## src/sv/smlr_pkg.sv

```systemverilog
// shared types and constants for the laplacian row builder
`timescale 1ns / 1ps
package smlr_pkg;
	localparam int unsigned VAL_W  = 32;
	localparam int unsigned DIAG_W = 48;

	typedef struct packed {
		logic [VAL_W-1:0] target_distance;
		logic signed [VAL_W-1:0] own_x;
		logic signed [VAL_W-1:0] own_y;
		logic signed [VAL_W-1:0] other_x;
		logic signed [VAL_W-1:0] other_y;
		logic same_vertex;
		logic row_end;
	} in_item_t;

	typedef struct packed {
		logic signed [VAL_W-1:0] entry_value;
		logic is_diagonal;
		logic row_last;
		logic saturated;
	} out_item_t;

	// classified job passed from front to back
	typedef struct packed {
		logic [VAL_W-1:0] tdist;
		logic [VAL_W-1:0] ax;
		logic [VAL_W-1:0] ay;
		logic mode;
		logic do_entry;
		logic do_diag;
	} job_t;

	typedef enum logic [3:0] {
		ST_IDLE, ST_SQ, ST_SUM, ST_SQRT, ST_MUL, ST_DIV, ST_EMIT_E, ST_EMIT_D
	} back_state_t;
endpackage

```

## src/sv/smlr_front.sv

```systemverilog
// front end: takes requests, forms absolute differences, two-entry queue
`timescale 1ns / 1ps
module smlr_front (
	input  logic clk,
	input  logic arst_n,
	input  logic mode,
	input  smlr_pkg::in_item_t in_item,
	input  logic in_valid,
	output logic in_ready,
	output smlr_pkg::job_t job,
	output logic job_valid,
	input  logic job_take
);
	import smlr_pkg::*;

	job_t q_q [2];
	logic rd_q, wr_q;
	logic [1:0] cnt_q;
	job_t nj;
	logic push, pop;

	function automatic logic [VAL_W-1:0] adiff(input logic signed [VAL_W-1:0] a,
		input logic signed [VAL_W-1:0] b);
		logic signed [VAL_W:0] d;
		d = {a[VAL_W-1], a} - {b[VAL_W-1], b};
		return d[VAL_W] ? VAL_W'(-d) : d[VAL_W-1:0];
	endfunction

	always_comb begin
		nj.tdist = in_item.target_distance;
		nj.ax = adiff(in_item.own_x, in_item.other_x);
		nj.ay = adiff(in_item.own_y, in_item.other_y);
		nj.mode = mode;
		nj.do_entry = ~in_item.same_vertex;
		nj.do_diag = in_item.row_end;
	end

	assign in_ready = (cnt_q != 2'd2);
	assign push = in_valid & in_ready;
	assign job_valid = (cnt_q != 2'd0);
	assign pop = job_valid & job_take;
	assign job = q_q[rd_q];

	always_ff @(posedge clk) begin
		if (push) q_q[wr_q] <= nj;
	end

	always_ff @(posedge clk or negedge arst_n) begin
		if (!arst_n) begin
			rd_q <= 1'b0;
			wr_q <= 1'b0;
			cnt_q <= 2'd0;
		end else begin
			if (push) wr_q <= ~wr_q;
			if (pop) rd_q <= ~rd_q;
			cnt_q <= cnt_q + {1'b0, push} - {1'b0, pop};
		end
	end
endmodule

```

## config.mk

```make
export PLATFORM = sky130hd
export DESIGN_NAME = smlr_front
export DESIGN_NICKNAME = d
export VERILOG_FILES = /design/src/sv/smlr_pkg.sv /design/src/sv/smlr_front.sv
export SDC_FILE = /design/constraint.sdc
export NUM_CORES = 1
export LEC_CHECK = 0
export ABC_AREA = 1
export BUFFER_PORTS_ARGS = -buffer_cell sky130_fd_sc_hd__clkbuf_2
export CAP_MARGIN = 20
export CELL_PAD_IN_SITES_DETAIL_PLACEMENT = 1
export CELL_PAD_IN_SITES_GLOBAL_PLACEMENT = 1
export CORE_MARGIN = 2
export CORE_UTILIZATION = 40
export CTS_CLUSTER_DIAMETER = 120
export CTS_CLUSTER_SIZE = 25
export DETAILED_ROUTE_END_ITERATION = 6
export PLACE_DENSITY = 0.85
export SYNTH_ARGS = -nofsm -noshare
export SYNTH_HDL_FRONTEND = slang
export SYNTH_SLANG_ARGS = --single-unit
export TNS_END_PERCENT = 50
```

## constraint.sdc

```tcl
create_clock -name clk -period 8.2 [get_ports clk]
set_input_delay 0.41 -clock clk [delete_from_list [all_inputs] [get_ports clk]]
set_output_delay 0.41 -clock clk [all_outputs]
set_load 0.005 [all_outputs]
```

==> run metrics, run 1 <==
max-cap viol count 0; CTS sink count approximately 200; max-slew violations 0; vias in the first global route 13600; Top Ports ~270; Mean Syn Cell Area roughly 7 um2; Max FO, Critical Path 71; synth unique cells 42; Slew @ Worst Pin 1.06 ns; initial antenna violation count 0; clock root cell clkbuf_16; CORE AREA between 0.03 and 0.04 mm2; Hold Fails Final Rpt 0; worst vdd ir just under 200 uV; pwr dens 238 mW/mm2; RD Place Congestion 0.880; Seq/Total Area, Yosys 41.8%; crit path capture type output pin; final setup fails 0; most frequent cells in the layout nand2_1 (880), inv_1 (379), clkbuf_2 (267), edfxtp_1 (198), nor2_1 (147); DR WL/cell 15.5 um; # Post-CTS Setup Buffers 0; RSZ-0062 raised after global routing no; TritonCTS clock tree done; Final Util a little under half; vias after detailed routing 13300; Routed Antenna Nets 0; die span in x around 190 um; critical path type reg2out; Clock Skews roughly 0.025 ns; Main synth FF type edfxtp_1; first-pass GRT wire length just under 70000 um; Final Cycle Share ~36%; Yosys reg bits around 200; Worst-path clk slew 0.10 ns; Post-Layout Cell Count around 2800; Hold Crit Class in2reg; Worst EP arrival approximately 2.6 ns; vias per cell approximately 4.8; row count between 60 and 70; status complete, no violations; Max Buffers Root-to-Sink 3; most common cell after layout, fill and taps aside nand2_1; Async S/R FF share, synth slightly below 2%; sum of negative setup slack 0 ns; DRC 0; Critical Path RT 7.79 ns; PortBufs 267; final wirelength ~43000 um; Fill cells around 4700; layout cells sized above 1 ~15%; Place WS 4.76 ns; Initial Utilization slightly above 40%; Post-Syn Instances between 2000 and 2500; H-tree depth 1; final HPWL from detailed placement about 35000 um; placed insts 2741; fmax 336 MHz; Post-Syn Nets 2272; Nets 2532; number of flops mapped to enable cells by yosys 198; DRC marker count from the first detailed-route iteration between 500 and 600; cell area after synthesis ~0.014 mm2; largest net degree at the start of global routing 100; Skew-Pair Late Insertion Delay approximately 0.48 ns; Static Leak between 9 and 10 nW; synth warn 0; Initial DRT Pass Iterations 5; Die H just under 200 um; Layout area overhead 15.3%; die area 0.0377 mm2; All-Layer GR Usage 22.3%; Congestion Overflow GR 0; PnR worst setup slack 5.23 ns; crit start category register; relative slew slack between 20% and 30%; min Tclk post-route around 3.0 ns; CTS buffer count 12; Fin Hold WS 0.117 ns
## synthesized netlist by cell type, types with 15 or more instances
library cell / n / area share (%)
a21oi_1: 42 / 1.5
xnor2_1: 20 / 1.2
edfxtp_1: 198 / 41
nand2_2: 22 / 0.95
nand3b_1: 15 / 0.78
nor2_1: 149 / 3.9
nand2_1: 880 / 23
clkbuf_1: 19 / 0.49
inv_1: 379 / 9.8
nand3_1: 104 / 3.6
xor2_1: 37 / 2.2
ha_1: 68 / 5.9
## path summary, 6_finish.rpt
kind	from	to	slack, ns	cells past startpoint
min	in_item[144]	q_q[0][81]	0.12	1
min in group asynchronous	arst_n	cnt_q[1]	0.27	2
min reg2reg	cnt_q[0]	cnt_q[0]	0.52	1
max in group asynchronous	arst_n	rd_q	7.77	2
max	rd_q	job[46]	5.23	5
max reg2reg	cnt_q[0]	q_q[0][44]	5.54	5
## critical path, stage by stage, from the launching register on
cell	delay, ns
dfrtp_4	0.49
inv_2	0.40
buf_4	0.71
nand2_1	0.16
nand2_1	0.12
clkbuf_2	0.14
## sequential cells by signal (all words and copies together) (netlist names)
signal	flops
q_q	198
wr_q	1
cnt_q	2
rd_q	1
## logic make-up after synthesis
logic type,share of synthesized area [%]
AND/OR/NAND/NOR,34.6
buffers and inverters,10.8
flip-flops,41.8
AO/OA/AOI/OAI,2.79
adder cells (fa/ha/maj),6.15
XOR/XNOR,3.90
## routing by layer
| layer | up-vias | routed length, um | track usage [%] |
|---|---|---|---|
| met5 | - | 0 | 0 |
| met3 | 33 | 1640 | 1.79 |
| met4 | 0 | 624 | 3.98 |
| met1 | 6246 | 20800 | 32.1 |
| met2 | 248 | 19800 | 37.1 |
| li1 | 6760 | - | - |
## per-stage QoR
| step | instance area [um2] | power, mW |
|---|---|---|
| after floorplan | 14500 | 2.66 |
| after global routing | 16700 | 4.25 |
| after global placement | 16300 | 3.30 |
| after detailed placement | 16300 | 3.39 |
| after CTS | 16700 | 4.01 |
| final | 16700 | 3.97 |
## repair_timing
item / CTS / global route
endpoints found under the hold margin: 4 / 0
gates resized for setup: 0 / 0
hold buffers: 1 / 0
## power breakdown
group / leakage [nW] / switching [mW] / total, mW / internal (mW)
clock: 0.171 / 0.334 / 0.617 / 0.283
sequential: 1.88 / 0.0695 / 1.57 / 1.50
combinational: 7.04 / 1.21 / 1.78 / 0.570
## layout make-up
class                           count  area, um2  area share, %
Multi-Input combinational cell   1424       6890           41.2
Tap cell                          461        577           3.45
Clock inverter                      2       46.3          0.277
Clock buffer                       16        315           1.89
Timing Repair Buffer              273       1380           8.29
Inverter                          382       1440           8.60
Antenna cell                        1       2.50         0.0150
Sequential cell                   202       6050           36.2
(Power assumes the default switching activity.)
==> run 2: changes to the inputs <==
--- a/config.mk
+++ b/config.mk
@@ -5,7 +5,7 @@
 export SDC_FILE = /design/constraint.sdc
 export NUM_CORES = 1
 export LEC_CHECK = 0
-export ABC_AREA = 1
+export ABC_AREA = 0
 export BUFFER_PORTS_ARGS = -buffer_cell sky130_fd_sc_hd__clkbuf_2
 export CAP_MARGIN = 20
 export CELL_PAD_IN_SITES_DETAIL_PLACEMENT = 1
@@ -15,7 +15,7 @@
 export CTS_CLUSTER_DIAMETER = 120
 export CTS_CLUSTER_SIZE = 25
 export DETAILED_ROUTE_END_ITERATION = 6
-export PLACE_DENSITY = 0.85
+export PLACE_DENSITY = 0.8
 export SYNTH_ARGS = -nofsm -noshare
 export SYNTH_HDL_FRONTEND = slang
 export SYNTH_SLANG_ARGS = --single-unit
==> constraint.sdc (replaced) <==
create_clock -name clk -period 3.1 [get_ports clk]
set_input_delay 0.155 -clock clk [delete_from_list [all_inputs] [get_ports clk]]
set_output_delay 0.155 -clock clk [all_outputs]
set_load 0.005 [all_outputs]
==> run metrics, run 2 <==
status finished with violations; failing checks setup timing; PortBufs roughly 270; largest registers q_q (198), cnt_q (2); final instance area 0.0180 mm2; Seq/Total Area, Yosys between 40% and 50%; row count 65; synth warn 0; Critical Path Max Stage Delay between 0.4 and 0.5 ns; crit path capture type register; clock root cell clkbuf_16; Post-synth top cells edfxtp_1 (198), mux2_2 (99), inv_1 (88); DR WL/cell about 19 um; Post-Syn Instances 1142; cell area after synthesis around 0.013 mm2; placed insts approximately 2000; RSZ-0062 raised after global routing yes; placed cell area 0.0166 mm2; Max Buffers Root-to-Sink 3; Top Ports roughly 270; Initial Utilization between 40% and 50%; vias per cell about 5.3; Biggest register q_q; family with the most delay on the worst path compound AO/OA/AOI/OAI gates; Layout area overhead 41.0%; Max FO, Critical Path 4; die area 0.0333 mm2; most frequent cells in the layout clkbuf_2 (266), buf_4 (264), edfxtp_1 (198), mux2_2 (99), inv_1 (82); Initial DRT Pass Iterations 5; Hold Fails Final Rpt 0; CP cell instances clkbuf_2, ha_4, inv_4, fa_2, a21oi_4, o211ai_1, buf_4, a2111oi_4, o21ai_2, xnor2_1, o221ai_2, nor4b_4, buf_4, nand3_4, o31a_1, xor2_1; synth unique cells 94; Fin Hold WS 0.0368 ns; largest net degree at the start of global routing 52; Die H between 150 and 200 um; relative slew slack 49.4%; most common cell after layout, fill and taps aside clkbuf_2; worst vdd ir 524 uV; Worst-path clk slew 0.10 ns; Async S/R FF share, synth between 1.5 and 2%; RD Place Congestion slightly below 0.9; pwr dens 605 mW/mm2; cell mode on critical path buf_4; critical path type in2reg; top post-synthesis cells by area edfxtp_1 (47%), mux2_2 (8.7%), ha_1 (6.7%), xnor2_1 (4.7%), a21oi_1 (3.1%); number of flops mapped to enable cells by yosys around 200; die span in x about 180 um; layout cells sized above 1 between 40 and 50%; CTS sink count between 200 and 250; CORE AREA ~0.031 mm2; crit start category primary input; Mean Syn Cell Area 11.2 um2; Yosys reg bits between 200 and 250; Clock Skews approximately 0.017 ns; H-tree depth 1; Routed Antenna Nets 0; CP Buf/Inv Count 4; sum of negative setup slack -1.77 ns; Slew @ Worst Pin ~0.74 ns; max-slew violations 0; cell taking the most area after synthesis edfxtp_1; first-pass GRT wire length 60700 um; Fill cells 3466; final wirelength roughly 40000 um; min Tclk post-route about 3.3 ns; max-cap viol count 0; Nets between 1500 and 2000; Hold Crit Class in2async; CTS buffer count 12; TritonCTS clock tree done; Final Cycle Share 106%; vias in the first global route ~12000; slowest CP cell fa_2; Worst EP arrival approximately 3.5 ns; max reg flops a little under 200; Post-Syn Nets around 1400; DRC marker count from the first detailed-route iteration around 500; Post-Layout Cell Count approximately 2100; Congestion Overflow GR 0; Skew-Pair Late Insertion Delay ~0.48 ns; fmax between 300 and 400 MHz; PnR worst setup slack -0.184 ns; diode count 0; most frequent cell after synthesis edfxtp_1; total chip power 10.9 mW; Main synth FF type edfxtp_1; Static Leak 7.62 nW; All-Layer GR Usage a little under a quarter; Critical Path RT 3.33 ns; DRC 0; final HPWL from detailed placement roughly 30000 um; Synth top area share between 40% and 50%; initial antenna violation count 0; vias after detailed routing ~11000; final setup fails 20
run 2: cell types whose count changed in the layout (fill, tap and decap cells not counted), sizes merged, moves of 14 or more:
cell         before  now
dlygate4sd3       1   37
buf               5  275
a21o              0   25
a21oi            47   80
nor3              9   23
nand2           903   71
nand3b           17    0
o21a              1   17
mux2              0   99
nand3           109   22
nor2            162   56
xnor2            22   69
o21ai            15   60
inv             382   88
run 2: routing by layer:
| layer | wire length [um] | up-vias | global-route usage, % |
|---|---|---|---|
| met3 | 1710 | 83 | 2.67 |
| met4 | 1290 | 0 | 7.29 |
| met2 | 21700 | 271 | 44.3 |
| met1 | 15400 | 5523 | 25.1 |
| met5 | 0 | - | 0 |
| li1 | - | 5364 | - |
run 2: report_power, final:
group | switching, mW | internal [mW]
Clock | 0.875 | 0.786
Combinational | 2.54 | 2.41
Sequential | 0.279 | 3.98
Total | 3.69 | 7.18
run 2: final timing paths:
path	start	endpoint	slack, ns	depth (start not counted)
worst max register to register	cnt_q[1]	q_q[0][25]	1.10	4
max in group asynchronous	arst_n	rd_q	2.93	2
worst max-delay path	in_item[2]	q_q[1][33]	-0.18	16
worst min register to register	cnt_q[1]	cnt_q[1]	0.50	1
worst min-delay path	arst_n	rd_q	0.04	2
min in group clk	in_valid	wr_q	0.10	3
run 2: logic make-up (layout without fill, tap and decap cells):
kind of cell / Yosys count / after routing / share of synthesized area, %
compound gates: 279 / 279 / 14.9
simple gates: 263 / 263 / 10.7
flops: 202 / 202 / 47.4
buf+inv: 121 / 684 / 3.73
xor+xnor: 105 / 105 / 7.32
mux: 102 / 102 / 8.98
fa+ha+maj: 70 / 70 / 6.99
run 2: metrics by stage:
stage          setup slack [ns]  utilization [%]
2_1_floorplan            -0.210                -
3_3_place_gp             -0.606             52.8
3_5_place_dp             -0.783             52.8
4_1_cts                 -0.0776             55.7
5_1_grt                  -0.298             57.1
6_report                 -0.184             57.1
run 2: layout make-up:
class / count / area, um2 / share of cell area [%]
multi-input cells: 819 / 6870 / 38.2
flip-flops and latches: 202 / 6050 / 33.6
repair buffers: 578 / 3850 / 21.4
well taps: 402 / 503 / 2.80
inverters: 88 / 343 / 1.91
clock buffers: 16 / 337 / 1.87
clock inverters: 2 / 27.5 / 0.153
run 2: what timing repair did:
action / 4_1_cts / 5_1_grt
hold endpoints to repair: 75 / 0
cloned: 0 / 0
setup endpoints to repair: 66 / 53
hold buffers: 37 / 0
pin swaps: 27 / 42
gates resized for setup: 22 / 78
setup buffers: 11 / 11
==> run 3: changes to the inputs <==
--- a/config.mk
+++ b/config.mk
@@ -12,6 +12,7 @@
 export CELL_PAD_IN_SITES_GLOBAL_PLACEMENT = 1
 export CORE_MARGIN = 2
 export CORE_UTILIZATION = 40
+export CTS_BUF_LIST = sky130_fd_sc_hd__clkbuf_8
 export CTS_CLUSTER_DIAMETER = 120
 export CTS_CLUSTER_SIZE = 25
 export DETAILED_ROUTE_END_ITERATION = 6
==> run metrics, run 3 (synthesis gave the netlist of run 2 again) <==
Final Util between 50% and 60%; H-tree depth 1; DRC marker count from the first detailed-route iteration about 490; placed insts ~2000; status finished with violations; Initial DRT Pass Iterations 5; final wirelength around 40000 um; vias per cell about 5.3; PortBufs 267; final HPWL from detailed placement around 30000 um; Fill cells approximately 3500; max reg flops 198; pwr dens between 500 and 600 mW/mm2; Slew @ Worst Pin 0.737 ns; Skew-Pair Late Insertion Delay ~0.52 ns; Reg area 0.00605 mm2; CTS buffer count 12; min Tclk post-route around 3.3 ns; reg-to-reg critical path startpoint cnt_q[1]; die area between 0.03 and 0.04 mm2; Initial Utilization about two fifths; Post-Layout Cell Count ~2100; RD Place Congestion 0.877; crit path capture type register; Biggest register q_q; Congestion Overflow GR 0; TritonCTS clock tree done; row count 65; final instance area about 0.018 mm2; CP cell instances buf_8, inv_6, ha_4, inv_4, fa_2, a21oi_4, o211ai_1, a211oi_2, buf_4, a21oi_1, buf_4, xnor2_2, nand4bb_4, nor3_4, nand3_4, o41ai_4, xnor3_1; Layout area overhead 39.4%; Final Cycle Share 107%; largest net degree at the start of global routing between 50 and 60; Worst-path clk slew 0.14 ns; family with the most delay on the worst path compound AO/OA/AOI/OAI gates; layout cells sized above 1 roughly 45%; HP Start in_item[2]; DRC 0; total chip power 10.5 mW; All-Layer GR Usage around 22%; PnR worst setup slack -0.217 ns; first-pass GRT wire length just over 60000 um; vias after detailed routing roughly 11000; Critical Path Max Stage Delay between 0.3 and 0.4 ns; Critical Path RT between 3 and 4 ns; DR WL/cell 19.1 um; Hold Crit Class in2reg; Static Leak 7.56 nW; CORE AREA about 0.031 mm2; max-cap viol count 0; footprint of the multi-input gates a little under 0.007 mm2; placed cell area roughly 0.017 mm2; relative slew slack between 40% and 50%; RSZ-0062 raised after global routing yes; Clock Skews 0.0202 ns; diode count 0; die span in x around 180 um; most common cell after layout, fill and taps aside clkbuf_2; Fin Hold WS slightly below 0.07 ns; Worst EP arrival about 3.6 ns; crit start category primary input; initial antenna violation count 0; critical path type in2reg; max-slew violations 0; vias in the first global route around 12000; cell mode on critical path buf_4; Die H approximately 180 um; most frequent cells in the layout clkbuf_2 (265), buf_4 (264), edfxtp_1 (198), mux2_2 (99), inv_1 (87); Max FO, Critical Path 3; slowest CP cell fa_2; final setup fails 22; Nets ~1900; largest registers q_q (198), cnt_q (2); CTS sink count about 200; fmax roughly 300 MHz; worst vdd ir slightly above 500 uV; failing checks setup timing; Top Ports ~270; Max Buffers Root-to-Sink 3; Hold Fails Final Rpt 0; clock root cell clkbuf_8; Worst Setup SP in_item[66]; CP Buf/Inv Count 5; Routed Antenna Nets 0
## run 3: metal layers
layer	vias up	global-route usage [%]	routed length, um
met4	0	7.97	1380
li1	5364	-	-
met1	5496	24.8	15300
met2	281	43.9	21800
met3	88	2.85	1810
met5	-	0	0
## run 3: final timing paths
check                        endpoint  slack (ns)  cells past startpoint
max                        q_q[1][34]       -0.22                     17
max in group asynchronous        rd_q        2.35                      3
min                         q_q[1][3]        0.07                      3
min in group asynchronous        rd_q        0.56                      3
min reg2reg                  cnt_q[0]        0.55                      1
max reg2reg                q_q[0][25]        1.13                      4
## run 3: power breakdown
part           internal, mW  switching, mW  total, mW
combinational          2.41           2.54       4.95
sequential             3.98          0.279       4.26
clock                 0.409          0.847       1.26
total                  6.79           3.67       10.5
## run 3: worst min-delay path: stages
cell and delay [ns]:
buf_6 0.08, ha_4 0.15, inv_1 0.05
## run 3: area by class of cell
type                       instances  share of cell area, %
multi-input combinational        819                   38.3
sequential                       202                   34.0
timing repair buffer             577                   21.7
tap                              402                   2.83
inverter                          88                   1.93
clock buffer                      13                   1.01
clock inverter                     5                  0.218
## run 3: what timing repair did
action / CTS / global route
resized for setup: 15 / 71
pin swaps: 13 / 31
setup buffers: 8 / 13
endpoints found under the hold margin: 75 / 0
hold buffers: 38 / 0
setup endpoints to repair: 19 / 54
## run 3: stage by stage
step / setup slack (ns) / setup TNS, ns
global route: -0.215 / -2.99
detailed placement: -0.783 / -53.68
CTS: -0.00900 / -0.0180
floorplan: -0.210 / -4.34
global placement: -0.606 / -36.32
finish: -0.217 / -2.44
